==> config.mk <==
export PLATFORM = sky130hd
export DESIGN_NAME = sef_ram
export DESIGN_NICKNAME = d
export VERILOG_FILES = /design/src/hw/rtl/sef_ram.sv
export SDC_FILE = /design/constraint.sdc
export NUM_CORES = 1
export LEC_CHECK = 0
export BUFFER_PORTS_ARGS = -buffer_cell sky130_fd_sc_hd__buf_2
export CORE_UTILIZATION = 35
export DETAILED_ROUTE_END_ITERATION = 7
export GPL_ROUTABILITY_DRIVEN = 0
export GPL_TIMING_DRIVEN = 0
export PLACE_DENSITY = 0.59
export SYNTH_ARGS = -nofsm -noshare
export SYNTH_HDL_FRONTEND = slang
export SYNTH_SLANG_ARGS = --single-unit
==> constraint.sdc <==
create_clock -name clock -period 4.8 [get_ports clock]
set_input_delay 0 -clock clock [delete_from_list [all_inputs] [get_ports clock]]
set_output_delay 0 -clock clock [all_outputs]
set_load 0.05 [all_outputs]
==> src/hw/rtl/sef_ram.sv <==
`timescale 1ns / 1ps
`default_nettype none

module sef_ram #(
   parameter int WIDTH = 8,
   parameter int DEPTH = 16
) (
   input  logic                     clock,
   input  logic                     we,
   input  logic [$clog2(DEPTH)-1:0] waddr,
   input  logic [WIDTH-1:0]         wdata,
   input  logic [$clog2(DEPTH)-1:0] raddr,
   output logic [WIDTH-1:0]         rdata
);

   logic [WIDTH-1:0] mem [DEPTH];

   // one write port, one registered read port
   always_ff @(posedge clock) begin
      if (we) begin
         mem[waddr] <= wdata;
      end
      rdata <= mem[raddr];
   end

endmodule

`default_nettype wire

==> metrics.yaml <==
outcome: "completed"
min_from: "wdata[1]"
start_util: 0.365
cts_setup_buffers: 0
syn_area_per_cell_um2: 22.5
cts.sinks: 136
async_flop_share: 0
post-route-util: 0.434
area_growth_pct: 18.7
grt_use_total: 0.153
die_y_um: 123
ioPinCount: 26
yosysTopAreaCellShare: 0.747
drc: 0
ys_ff_latch: 136
synth_nets: 247
n_fill_cell: 1215
criticalPathCategory: "in2reg"
die_w_um: 123
slew_headroom: 0.129
grt_pass1_vias: 2476
syn_area_um2: 5150
drtIter0Drc: 142
fin_crit_sh: 0.331
finish.net_count: 295
drive_gt1_frac: 0.278
startpoint_type: "input port"
ant_nets: 0
clk_pin_slew_worst_paths_ns: 0.05
wl_um: 10200
synth_edf_count: 128
synth_area_leaders: "edfxtp_1 (75%), mux4_2 (7.9%), mux4_1 (7.1%)"
port_buffers: 24
grt_pass1_wl_um: 15600
skew_ns: 0.00972
synth_seq_area_share: 0.778
timing.rr.start: "mem[1][2]$_DFFE_PP_"
cts_made_buffers: 17
cts_root_buf: "clkbuf_16"
core_region_area_um2: 14100
tightest_slew_ns: 1.30
finalHoldViolCount: 0
first_pass_iters: 5
slew_violations: 0
clk_path_buf_depth: 2
clk_latency_ns: 0.42
setup-violations-final: 0
yosysUniqueCellTypes: 19
num_rows: 43
antenna_found_initial: 0
yosysMostFrequentCell: "edfxtp_1"
rsz0062_at_grt: "no"
htree_levels: 4
grt_max_degree: 17
avgViaCountPerCell: 5.01
dp_hpwl_um: 6460
finalCriticalPeriod_ns: 1.59
grt_overflow_total: 0
yosys_warnings: 0
dieArea_um2: 15200
fin_tns_setup_ns: 0
endpoint_kind: "register"
netlist_instances: 229
fmaxAchievable_mhz: 629
ys_top_cells_by_count: "edfxtp_1 (128), mux4_2 (18), a22oi_1 (16), mux4_1 (14), nor2_1 (13)"
cp.required_ns: 4.82
irDropWorstVdd_mv: 0.307
p_leak_nw: 2.04
hold_path_class: "in2reg"
tritoncts: "built"
crit_fanout: 8
finalPower_w: 0.00274
startpoint: "waddr[2]"
avgRoutedWirePerCell_um: 21.9
antenna_cells: 0
crit_arrival_ns: 1.61
p_per_area_nw_per_um2: 449
vias: 2346
synth_flop_cell: "edfxtp_1"
drv_cap: 0
synth_area_leader_cell: "edfxtp_1"
per-stage QoR:
| step | cell area (µm²) | std cells | setup WS, ns | hold slack (ns) |
|---|---|---|---|---|
| 4_1_cts | 6110 | 468 | 3.15 | 0.00212 |
| 5_1_grt | 6110 | 468 | 3.11 | 0.00524 |
| 3_3_place_gp | 5490 | 433 | 2.71 | 0.398 |
| 6_report | 6110 | 468 | 3.21 | 0.0117 |
| 2_1_floorplan | 5150 | 229 | 3.31 | 0.0989 |
| 3_5_place_dp | 5490 | 433 | 2.67 | 0.418 |
routing by layer:
layer	vias to the layer above	routed length (µm)	GRT usage
met5	-	0	0
met4	0	72	0.0452
met3	6	735	0.0554
met2	77	5010	0.234
met1	1198	4420	0.206
li1	1065	-	-
sequential cells by signal, indices dropped and copies added (netlist names):
signal / cells
mem: 128
rdata: 8
cells in the final DEF, fill, tap and decap left out:
| master | instances |
|---|---|
| a22oi_1 | 16 |
| and2_1 | 1 |
| and2b_1 | 1 |
| buf_2 | 27 |
| buf_4 | 1 |
| buf_6 | 3 |
| bufinv_16 | 3 |
| clkbuf_16 | 17 |
| clkdlybuf4s25_2 | 3 |
| clkinv_1 | 4 |
| clkinv_2 | 5 |
| clkinvlp_4 | 1 |
| dfxtp_1 | 8 |
| dlygate4sd3_1 | 5 |
| edfxtp_1 | 128 |
| mux4_1 | 14 |
| mux4_2 | 18 |
| nand2_1 | 9 |
| nand2b_1 | 2 |
| nand3_1 | 1 |
| nand3b_1 | 2 |
| nor2_1 | 13 |
| nor2b_1 | 1 |
| nor3_1 | 3 |
| nor3_2 | 1 |
| or3b_2 | 1 |
logic make-up after synthesis:
| kind of cell | synth area share |
|---|---|
| DFF | 0.778 |
| muxes | 0.150 |
| and+or+nand+nor | 0.0318 |
| AOI/OAI and AO/OA | 0.0233 |
| buffers and inverters | 0.0168 |
critical path, cell delays in order:
cell and delay, ns:
buf_2 0.13, or3b_2 0.51, nor3_1 0.96
final cells by class:
cell class,count,area [µm²],share of cell area
sequential,136,4000,0.655
multi-input combinational,83,1060,0.174
clock buffer,17,425,0.0696
tap,180,225,0.0369
timing repair buffer,29,170,0.0278
clock inverter,13,138,0.0225
buffer,10,86.3,0.0141
where the power goes:
group / total (W) / internal, W / switching (W)
clock: 0.00125 / 0.000797 / 0.000455
combinational: 0.000158 / 0.0000555 / 0.000103
sequential: 0.00133 / 0.00133 / 0.00000555
total: 0.00274 / 0.00218 / 0.000563
timing repair:
| item | 4_1_cts | 5_1_grt |
|---|---|---|
| hold endpoints to repair | 78 | 0 |
| hold buffers | 5 | 0 |
| gates resized for setup | 0 | 0 |
worst paths after layout:
kind	to	slack, ns	depth (start not counted)
max	mem[0][3]$_DFFE_PP_	3.21	3
min	mem[1][1]$_DFFE_PP_	0.01	1
max reg2reg	rdata[2]$_DFF_P_	3.30	3
min reg2reg	rdata[1]$_DFF_P_	0.68	3
No activity file was read; power rests on OpenSTA's default activity.
