<file path="src/hw/rtl/sef_pkg.sv">
`timescale 1ns / 1ps
`default_nettype none

package sef_pkg;

   // ring buffer geometry
   localparam int CAPACITY = 1024;
   localparam int KEY_BITS = 32;
   localparam int PTR_W    = (CAPACITY > 2) ? $clog2(CAPACITY) : 1;

   // field widths
   localparam int TIME_W   = 64;
   localparam int KEY_W    = 32;
   localparam int OP_W     = 2;
   localparam int LAT_W    = 32;
   localparam int FILL_W   = 10;
   localparam int CNT_W    = 32;
   localparam int RATE_W   = 14;
   localparam int SEED_W   = 64;
   localparam int STATUS_W = 3;

   // stored entry: time, key, latency, opcode, hit
   localparam int ENTRY_W = TIME_W + KEY_BITS + LAT_W + OP_W + 1;

   // stream payload sizes
   localparam int EVT_FIELDS_W = TIME_W + KEY_W + OP_W + 1 + LAT_W;
   localparam int REQ_DATA_W   = ((EVT_FIELDS_W + 7) / 8) * 8;
   localparam int REQ_PAD_W    = REQ_DATA_W - EVT_FIELDS_W;
   localparam int RSP_FIELDS_W = EVT_FIELDS_W + FILL_W + 4 * CNT_W;
   localparam int RSP_DATA_W   = ((RSP_FIELDS_W + 7) / 8) * 8;
   localparam int RSP_PAD_W    = RSP_DATA_W - RSP_FIELDS_W;

   // register port
   localparam int CSR_ADDR_W = 4;
   localparam int CSR_DATA_W = 64;

   localparam logic [RATE_W-1:0] RATE_FULL = RATE_W'(10000);
   localparam logic [CNT_W-1:0]  CNT_MAX   = '1;

   // random draw reduction modulo 10000
   localparam int MOD_K       = 10000;
   localparam int SUM_W       = 31;
   localparam int PROD_W      = 63;
   localparam int RECIP_SHIFT = 45;
   localparam int QUO_W       = PROD_W - RECIP_SHIFT;
   localparam int REM2_W      = 15;
   localparam logic [SUM_W-1:0] W16 = SUM_W'(5536);   // 2^16 mod 10000
   localparam logic [SUM_W-1:0] W32 = SUM_W'(7296);   // 2^32 mod 10000
   localparam logic [SUM_W-1:0] W48 = SUM_W'(656);    // 2^48 mod 10000
   localparam logic [31:0] RECIP = 32'd3518437208;    // floor(2^45 / 10000)
   localparam int DRAW_DEPTH = 8;
   localparam int DRAW_PTR_W = $clog2(DRAW_DEPTH);
   localparam int DRAW_CNT_W = $clog2(DRAW_DEPTH + 1);

   // register indexes, decoded from the address bit above the 8-byte slot
   typedef enum logic {
      REG_SAMPLE_RATE,
      REG_SEED
   } csr_reg_type;

   typedef enum logic {
      REQ_LOG,
      REQ_POP
   } req_kind_type;

   typedef enum logic [STATUS_W-1:0] {
      ST_NOT_SAMPLED,
      ST_STORED,
      ST_DROPPED,
      ST_POPPED,
      ST_POP_EMPTY
   } status_type;

   // request payload, first field in the lowest bits
   typedef struct packed {
      logic [REQ_PAD_W-1:0] pad;
      logic [LAT_W-1:0]     latency;
      logic                 hit;
      logic [OP_W-1:0]      op_code;
      logic [KEY_W-1:0]     key_id;
      logic [TIME_W-1:0]    timestamp;
   } req_data_type;

   // result payload, first field in the lowest bits
   typedef struct packed {
      logic [RSP_PAD_W-1:0] pad;
      logic [CNT_W-1:0]     exported_count;
      logic [CNT_W-1:0]     dropped_count;
      logic [CNT_W-1:0]     sampled_count;
      logic [CNT_W-1:0]     total_count;
      logic [FILL_W-1:0]    fill_level;
      logic [LAT_W-1:0]     out_latency;
      logic                 out_hit;
      logic [OP_W-1:0]      out_op_code;
      logic [KEY_W-1:0]     out_key_id;
      logic [TIME_W-1:0]    out_timestamp;
   } rsp_data_type;

   // control into the draw unit
   typedef struct packed {
      logic              load;
      logic              take;
      logic [SEED_W-1:0] seed;
   } draw_ctl_type;

   // status out of the draw unit
   typedef struct packed {
      logic              avail;
      logic [RATE_W-1:0] rem;
   } draw_stat_type;

   function automatic logic [PTR_W-1:0] ptr_next(input logic [PTR_W-1:0] p);
      return (p == PTR_W'(CAPACITY - 1)) ? '0 : p + 1'b1;
   endfunction

   function automatic logic [PTR_W-1:0] ring_fill(input logic [PTR_W-1:0] w,
                                                  input logic [PTR_W-1:0] r);
      return (w >= r) ? (w - r) : (PTR_W'(CAPACITY) - r + w);
   endfunction

   function automatic logic [CNT_W-1:0] sat_inc(input logic [CNT_W-1:0] c);
      return (c == CNT_MAX) ? c : c + 1'b1;
   endfunction

endpackage

`default_nettype wire

</file>
<file path="src/hw/rtl/sef_draw.sv">
`timescale 1ns / 1ps
`default_nettype none

module sef_draw (
   input  logic                   clock,
   input  logic                   reset,
   input  sef_pkg::draw_ctl_type  ctl,
   output sef_pkg::draw_stat_type stat
);
   import sef_pkg::*;

   logic [SEED_W-1:0] gen_ff;
   logic [SEED_W-1:0] gen_step;
   logic [SEED_W-1:0] seed_fix;
   logic              issue;

   logic [DRAW_CNT_W-1:0] credit_ff;
   logic [DRAW_CNT_W-1:0] credit_in;

   logic              v1_ff, v2_ff, v3_ff, v4_ff;
   logic [SEED_W-1:0] x1_ff;
   logic [SUM_W-1:0]  s2_ff, s2_in;
   logic [SUM_W-1:0]  s3_ff;
   logic [PROD_W-1:0] p3_ff, p3_in;
   logic [QUO_W-1:0]  q4;
   logic [SUM_W-1:0]  r4_in;
   logic [REM2_W-1:0] r4_ff;
   logic [RATE_W-1:0] rem5;

   logic [RATE_W-1:0]     dq_ff [DRAW_DEPTH];
   logic [DRAW_PTR_W-1:0] dq_wp_ff, dq_rp_ff;
   logic [DRAW_CNT_W-1:0] dq_cnt_ff, dq_cnt_in;

   // xorshift64 step, shifts 13, 7, 17
   always_comb begin
      gen_step = gen_ff ^ (gen_ff << 13);
      gen_step = gen_step ^ (gen_step >> 7);
      gen_step = gen_step ^ (gen_step << 17);
   end

   assign seed_fix = (ctl.seed == '0) ? SEED_W'(1) : ctl.seed;

   // run ahead only as far as the draw queue can hold
   assign issue     = !ctl.load && (credit_ff < DRAW_CNT_W'(DRAW_DEPTH));
   assign credit_in = credit_ff + DRAW_CNT_W'(issue) - DRAW_CNT_W'(ctl.take);

   // fold 16-bit chunks by their weights modulo 10000
   assign s2_in = SUM_W'(x1_ff[63:48]) * W48 + SUM_W'(x1_ff[47:32]) * W32 +
                  SUM_W'(x1_ff[31:16]) * W16 + SUM_W'(x1_ff[15:0]);

   // reciprocal multiply, quotient low by at most one
   assign p3_in = PROD_W'(s2_ff) * PROD_W'(RECIP);
   assign q4    = p3_ff[PROD_W-1:RECIP_SHIFT];
   assign r4_in = s3_ff - SUM_W'(q4) * SUM_W'(MOD_K);

   // final correction, remainder below 20000
   assign rem5 = (r4_ff >= REM2_W'(MOD_K)) ? RATE_W'(r4_ff - REM2_W'(MOD_K))
                                           : RATE_W'(r4_ff);

   assign dq_cnt_in = dq_cnt_ff + DRAW_CNT_W'(v4_ff) - DRAW_CNT_W'(ctl.take);

   // generator, stage valids and queue control
   always_ff @(posedge clock) begin
      if (reset || ctl.load) begin
         gen_ff    <= reset ? SEED_W'(1) : seed_fix;
         credit_ff <= '0;
         v1_ff     <= 1'b0;
         v2_ff     <= 1'b0;
         v3_ff     <= 1'b0;
         v4_ff     <= 1'b0;
         dq_wp_ff  <= '0;
         dq_rp_ff  <= '0;
         dq_cnt_ff <= '0;
      end else begin
         if (issue) begin
            gen_ff <= gen_step;
         end
         credit_ff <= credit_in;
         v1_ff     <= issue;
         v2_ff     <= v1_ff;
         v3_ff     <= v2_ff;
         v4_ff     <= v3_ff;
         if (v4_ff) begin
            dq_wp_ff <= dq_wp_ff + 1'b1;
         end
         if (ctl.take) begin
            dq_rp_ff <= dq_rp_ff + 1'b1;
         end
         dq_cnt_ff <= dq_cnt_in;
      end
   end

   // datapath stages and queue storage
   always_ff @(posedge clock) begin
      x1_ff <= gen_step;
      s2_ff <= s2_in;
      s3_ff <= s2_ff;
      p3_ff <= p3_in;
      r4_ff <= r4_in[REM2_W-1:0];
      if (v4_ff) begin
         dq_ff[dq_wp_ff] <= rem5;
      end
   end

   assign stat.avail = (dq_cnt_ff != '0);
   assign stat.rem   = dq_ff[dq_rp_ff];

endmodule

`default_nettype wire

</file>
<file path="config.mk">
export PLATFORM = sky130hd
export DESIGN_NAME = sef_draw
export DESIGN_NICKNAME = d
export VERILOG_FILES = /design/src/hw/rtl/sef_pkg.sv /design/src/hw/rtl/sef_draw.sv
export SDC_FILE = /design/constraint.sdc
export NUM_CORES = 2
export LEC_CHECK = 0
export BUFFER_PORTS_ARGS = -buffer_cell sky130_fd_sc_hd__buf_4
export CAP_MARGIN = 20
export CELL_PAD_IN_SITES_DETAIL_PLACEMENT = 1
export CELL_PAD_IN_SITES_GLOBAL_PLACEMENT = 2
export CORE_AREA = 2 2 233 327
export CTS_BUF_LIST = sky130_fd_sc_hd__clkbuf_8
export DETAILED_ROUTE_END_ITERATION = 8
export DIE_AREA = 0 0 235 329
export PLACE_DENSITY_LB_ADDON = 0.1
export SLEW_MARGIN = 20
export SYNTH_ARGS = -nofsm -noshare
export SYNTH_HDL_FRONTEND = slang
export SYNTH_SLANG_ARGS = --single-unit
</file>
<file path="constraint.sdc">
create_clock -name clock -period 10.65 [get_ports clock]
set_input_delay 1.5975 -clock clock [delete_from_list [all_inputs] [get_ports clock]]
set_output_delay 1.5975 -clock clock [all_outputs]
set_load 0.005 [all_outputs]
</file>
==> out/qor.tcl <==
set qor(mostFrequentLayoutCell) {sky130_fd_sc_hd__inv_1}
set qor(seq_area_frac_synth_pct) 23.27
set qor(hold-path-cell-count) 0
set qor(grt_setup_unrepaired) {false}
set qor(fmax_ghz) 0.1223
set qor(worst_path_required_ps) 11220
set qor(yosys_most_used_dff) {sky130_fd_sc_hd__edfxtp_1}
set qor(avgRoutedWirePerCell_um) 22.76
set qor(timing.critical_path.from_type) {register}
set qor(post-cts-setup-buffer-count) 0
set qor(critPathArrivalTime_ps) 8740
set qor(viasPerCell) 5.249
set qor(route.final.wire_length_um) 100600
set qor(worstHoldPathType) {register to register}
set qor(slew_headroom_pct) 27.54
set qor(run_status) {completed}
set qor(cts_max_path_buffers) 3
set qor(grt_antenna_before_repair) 1
set qor(fp.dieArea_um2) 77320
set qor(grt_max_degree) 67
set qor(clock_skew_ps) 28.76
set qor(mostFrequentLayoutCells) {870 x sky130_fd_sc_hd__inv_1, 578 x sky130_fd_sc_hd__ha_1, 506 x sky130_fd_sc_hd__fa_1}
set qor(finalWeightedCongestion) 0.8940
set qor(floorplan.die.width_um) 235
set qor(htreeDepth) 2
set qor(num-nets-final) 4556
set qor(synthesis.area_per_instance_um2) 11.05
set qor(hpwl_um) 86680
set qor(first_global_vias) 27683
set qor(hold_viol) 0
set qor(report.final.slew_viol_count) 0
set qor(worst_tran_pin_value_ps) 1086
set qor(fin_setup_tns_ps) 0
set qor(drt_drc) 0
set qor(synth_warnings) 0
set qor(synthesis.instances) 3277
set qor(setup_slack_after_placement_ps) 2377
set qor(clkLatencyLatePin_ps) 690
set qor(postSynth.asyncResetShare_pct) 0
set qor(postLayoutSetupSlackWorst_ps) 2476
set qor(synth_nets) 4429
set qor(groute.usage.overall_pct) 26.84
set qor(antenna_violating_nets_post_route) 0
set qor(clkTransAtPathRegs_ps) 70
set qor(numCtsBuffers) 55
set qor(die_height_um) 329
set qor(layout_min_cycle_time_ps) 8174
set qor(netlist_area_um2) 36220
set qor(clock_sink_count) 333
set qor(cap_viol_max_count) 0
set qor(critPathKind) {register to register}
set qor(grt_overflow) 0
set qor(synth_cell_types) 63
set qor(synth_enable_flop_cells) 176
set qor(fillerInstances) 8106
set qor(row_count) 119
set qor(layout-area-overhead-vs-synth_pct) 8.394
set qor(total_of_hold_buffers_inserted_after_clock_tree_synthesis) 0
set qor(core_um2) 74600
set qor(port-buffer-count) 82
set qor(timing.final.crit_share_pct) 76.75
set qor(detail_route.first_pass.iterations) 4
set qor(start_util_pct) 48.56
set qor(r2r.worst_path.cells) 24
set qor(yosys_register_bits) 333
set qor(fraction_of_final_layout_cells_with_drive_strength_greater_than_1_pct) 7.306
set qor(timing.critical_path.fanout_max) 14
set qor(clockRootBuffer) {sky130_fd_sc_hd__clkbuf_8}
set qor(timing.critical_path.to_type) {register}
set qor(drt_first_iter_violations) 855
set qor(cts_tree) {built}
set qor(finalSetupViolCount) 0
set qor(grt_first_pass_wirelength_um) 155900
set qor(vias) 23197
set qor(ioPinCount) 83
set qor(number_of_gates_resized_after_cts) 0
cell families after synthesis:
| group | synth area share, % |
|---|---|
| adders and majority gates | 47.93 |
| buffers and inverters | 9.071 |
| and+or+nand+nor | 4.539 |
| DFF | 23.27 |
| xor gates and xnor gates | 7.157 |
| AOI/OAI and AO/OA | 4.256 |
| muxes | 3.779 |
area by class of cell:
cell class              count  area [um^2]  share of cell area [%]
diodes                      2        5.005                 0.01275
clock buffers              63        867.1                   2.208
well taps                 968         1211                   3.085
multi-input cells        2069        24550                   62.54
repair buffers             95        713.2                   1.816
inverters                 850         3191                   8.126
flip-flops and latches    333         8432                   21.48
clock inverters            39        289.0                  0.7361
layer usage:
metal,global-route usage (%),wire [um]
met2,52.01,55530
met3,2.539,2363
met1,28.22,36280
met4,15.19,6415
met5,0,0
final timing paths:
path / start / to / slack [ps]
min reg2reg: s3_ff[3]$_DFF_P_ / r4_ff[3]$_DFF_P_ / 330
max: s2_ff[4]$_DFF_P_ / p3_ff[54]$_DFF_P_ / 2480
min: s3_ff[3]$_DFF_P_ / r4_ff[3]$_DFF_P_ / 330
max reg2reg: s2_ff[4]$_DFF_P_ / p3_ff[54]$_DFF_P_ / 2480
metrics by stage:
| step | hold WS [ps] | std cells | area, um^2 | utilization (%) |
|---|---|---|---|---|
| CTS | 330.5 | 4417 | 39260 | 52.62 |
| detailed placement | 316.1 | 4315 | 38100 | 51.07 |
| global placement | 318.1 | 4315 | 38090 | 51.07 |
| floorplan | 309.6 | 3277 | 36220 | - |
| finish | 330.5 | 4419 | 39260 | 52.63 |
| global route | 342.9 | 4418 | 39260 | 52.63 |
worst max-delay path: stages (launching register included):
cell and delay [ps]:
sky130_fd_sc_hd__dfxtp_1 830, sky130_fd_sc_hd__ha_1 420, sky130_fd_sc_hd__xor2_1 570, sky130_fd_sc_hd__ha_1 250
sky130_fd_sc_hd__or2_2 110, sky130_fd_sc_hd__ha_1 160, sky130_fd_sc_hd__inv_1 80, sky130_fd_sc_hd__fa_1 540
sky130_fd_sc_hd__inv_1 50, sky130_fd_sc_hd__fa_1 460, sky130_fd_sc_hd__fa_1 520, sky130_fd_sc_hd__fa_1 550
sky130_fd_sc_hd__inv_1 50, sky130_fd_sc_hd__fa_1 490, sky130_fd_sc_hd__inv_1 40, sky130_fd_sc_hd__ha_1 290
sky130_fd_sc_hd__nand4_1 180, sky130_fd_sc_hd__nor4_2 670, sky130_fd_sc_hd__o211ai_1 180, sky130_fd_sc_hd__o2bb2ai_1 430
sky130_fd_sc_hd__o21ai_1 340, sky130_fd_sc_hd__o211ai_1 320, sky130_fd_sc_hd__a31o_2 200, sky130_fd_sc_hd__a21oi_1 60
sky130_fd_sc_hd__or2_2 270
synthesized netlist by cell type (all sizes together), types with 8 or more instances:
| cell type | n | area (um^2) |
|---|---|---|
| o21ai | 41 | 205.2 |
| dfxtp | 157 | 3143 |
| nand3 | 20 | 100.1 |
| and2 | 11 | 68.82 |
| inv | 850 | 3191 |
| nand4 | 10 | 62.56 |
| ha | 578 | 7232 |
| or3 | 8 | 55.05 |
| a21o | 28 | 210.2 |
| mux4 | 28 | 630.6 |
| nor4 | 23 | 143.9 |
| a21oi | 78 | 390.4 |
| mux2i | 58 | 580.6 |
| nand2 | 65 | 244.0 |
| o21bai | 11 | 82.58 |
| nor2 | 152 | 570.6 |
| fa | 506 | 10130 |
| nor2b | 10 | 62.56 |
| xnor2 | 205 | 1795 |
| xor2 | 91 | 797.0 |
| nand2b | 10 | 62.56 |
| clkbuf | 18 | 67.56 |
| mux2 | 14 | 157.7 |
| o21a | 8 | 60.06 |
| nor3 | 22 | 110.1 |
| or2 | 11 | 68.82 |
| a211oi | 10 | 75.07 |
| edfxtp | 176 | 5285 |
flip-flops by register name (all words and copies together) (netlist names), named ones only:
name	flops
x1_ff	64
p3_ff	11
v2_ff	1
s3_ff	15
gen_ff	64
v3_ff	1
r4_ff	15
v4_ff	1
dq_cnt_ff	4
dq_rp_ff	3
dq_wp_ff	3
credit_ff	4
s2_ff	31
dq_ff	112
v1_ff	1
Power is left out: the tool's default activity adds up to more than one toggle a clock period on the data nets, which glitch-free logic cannot reach.
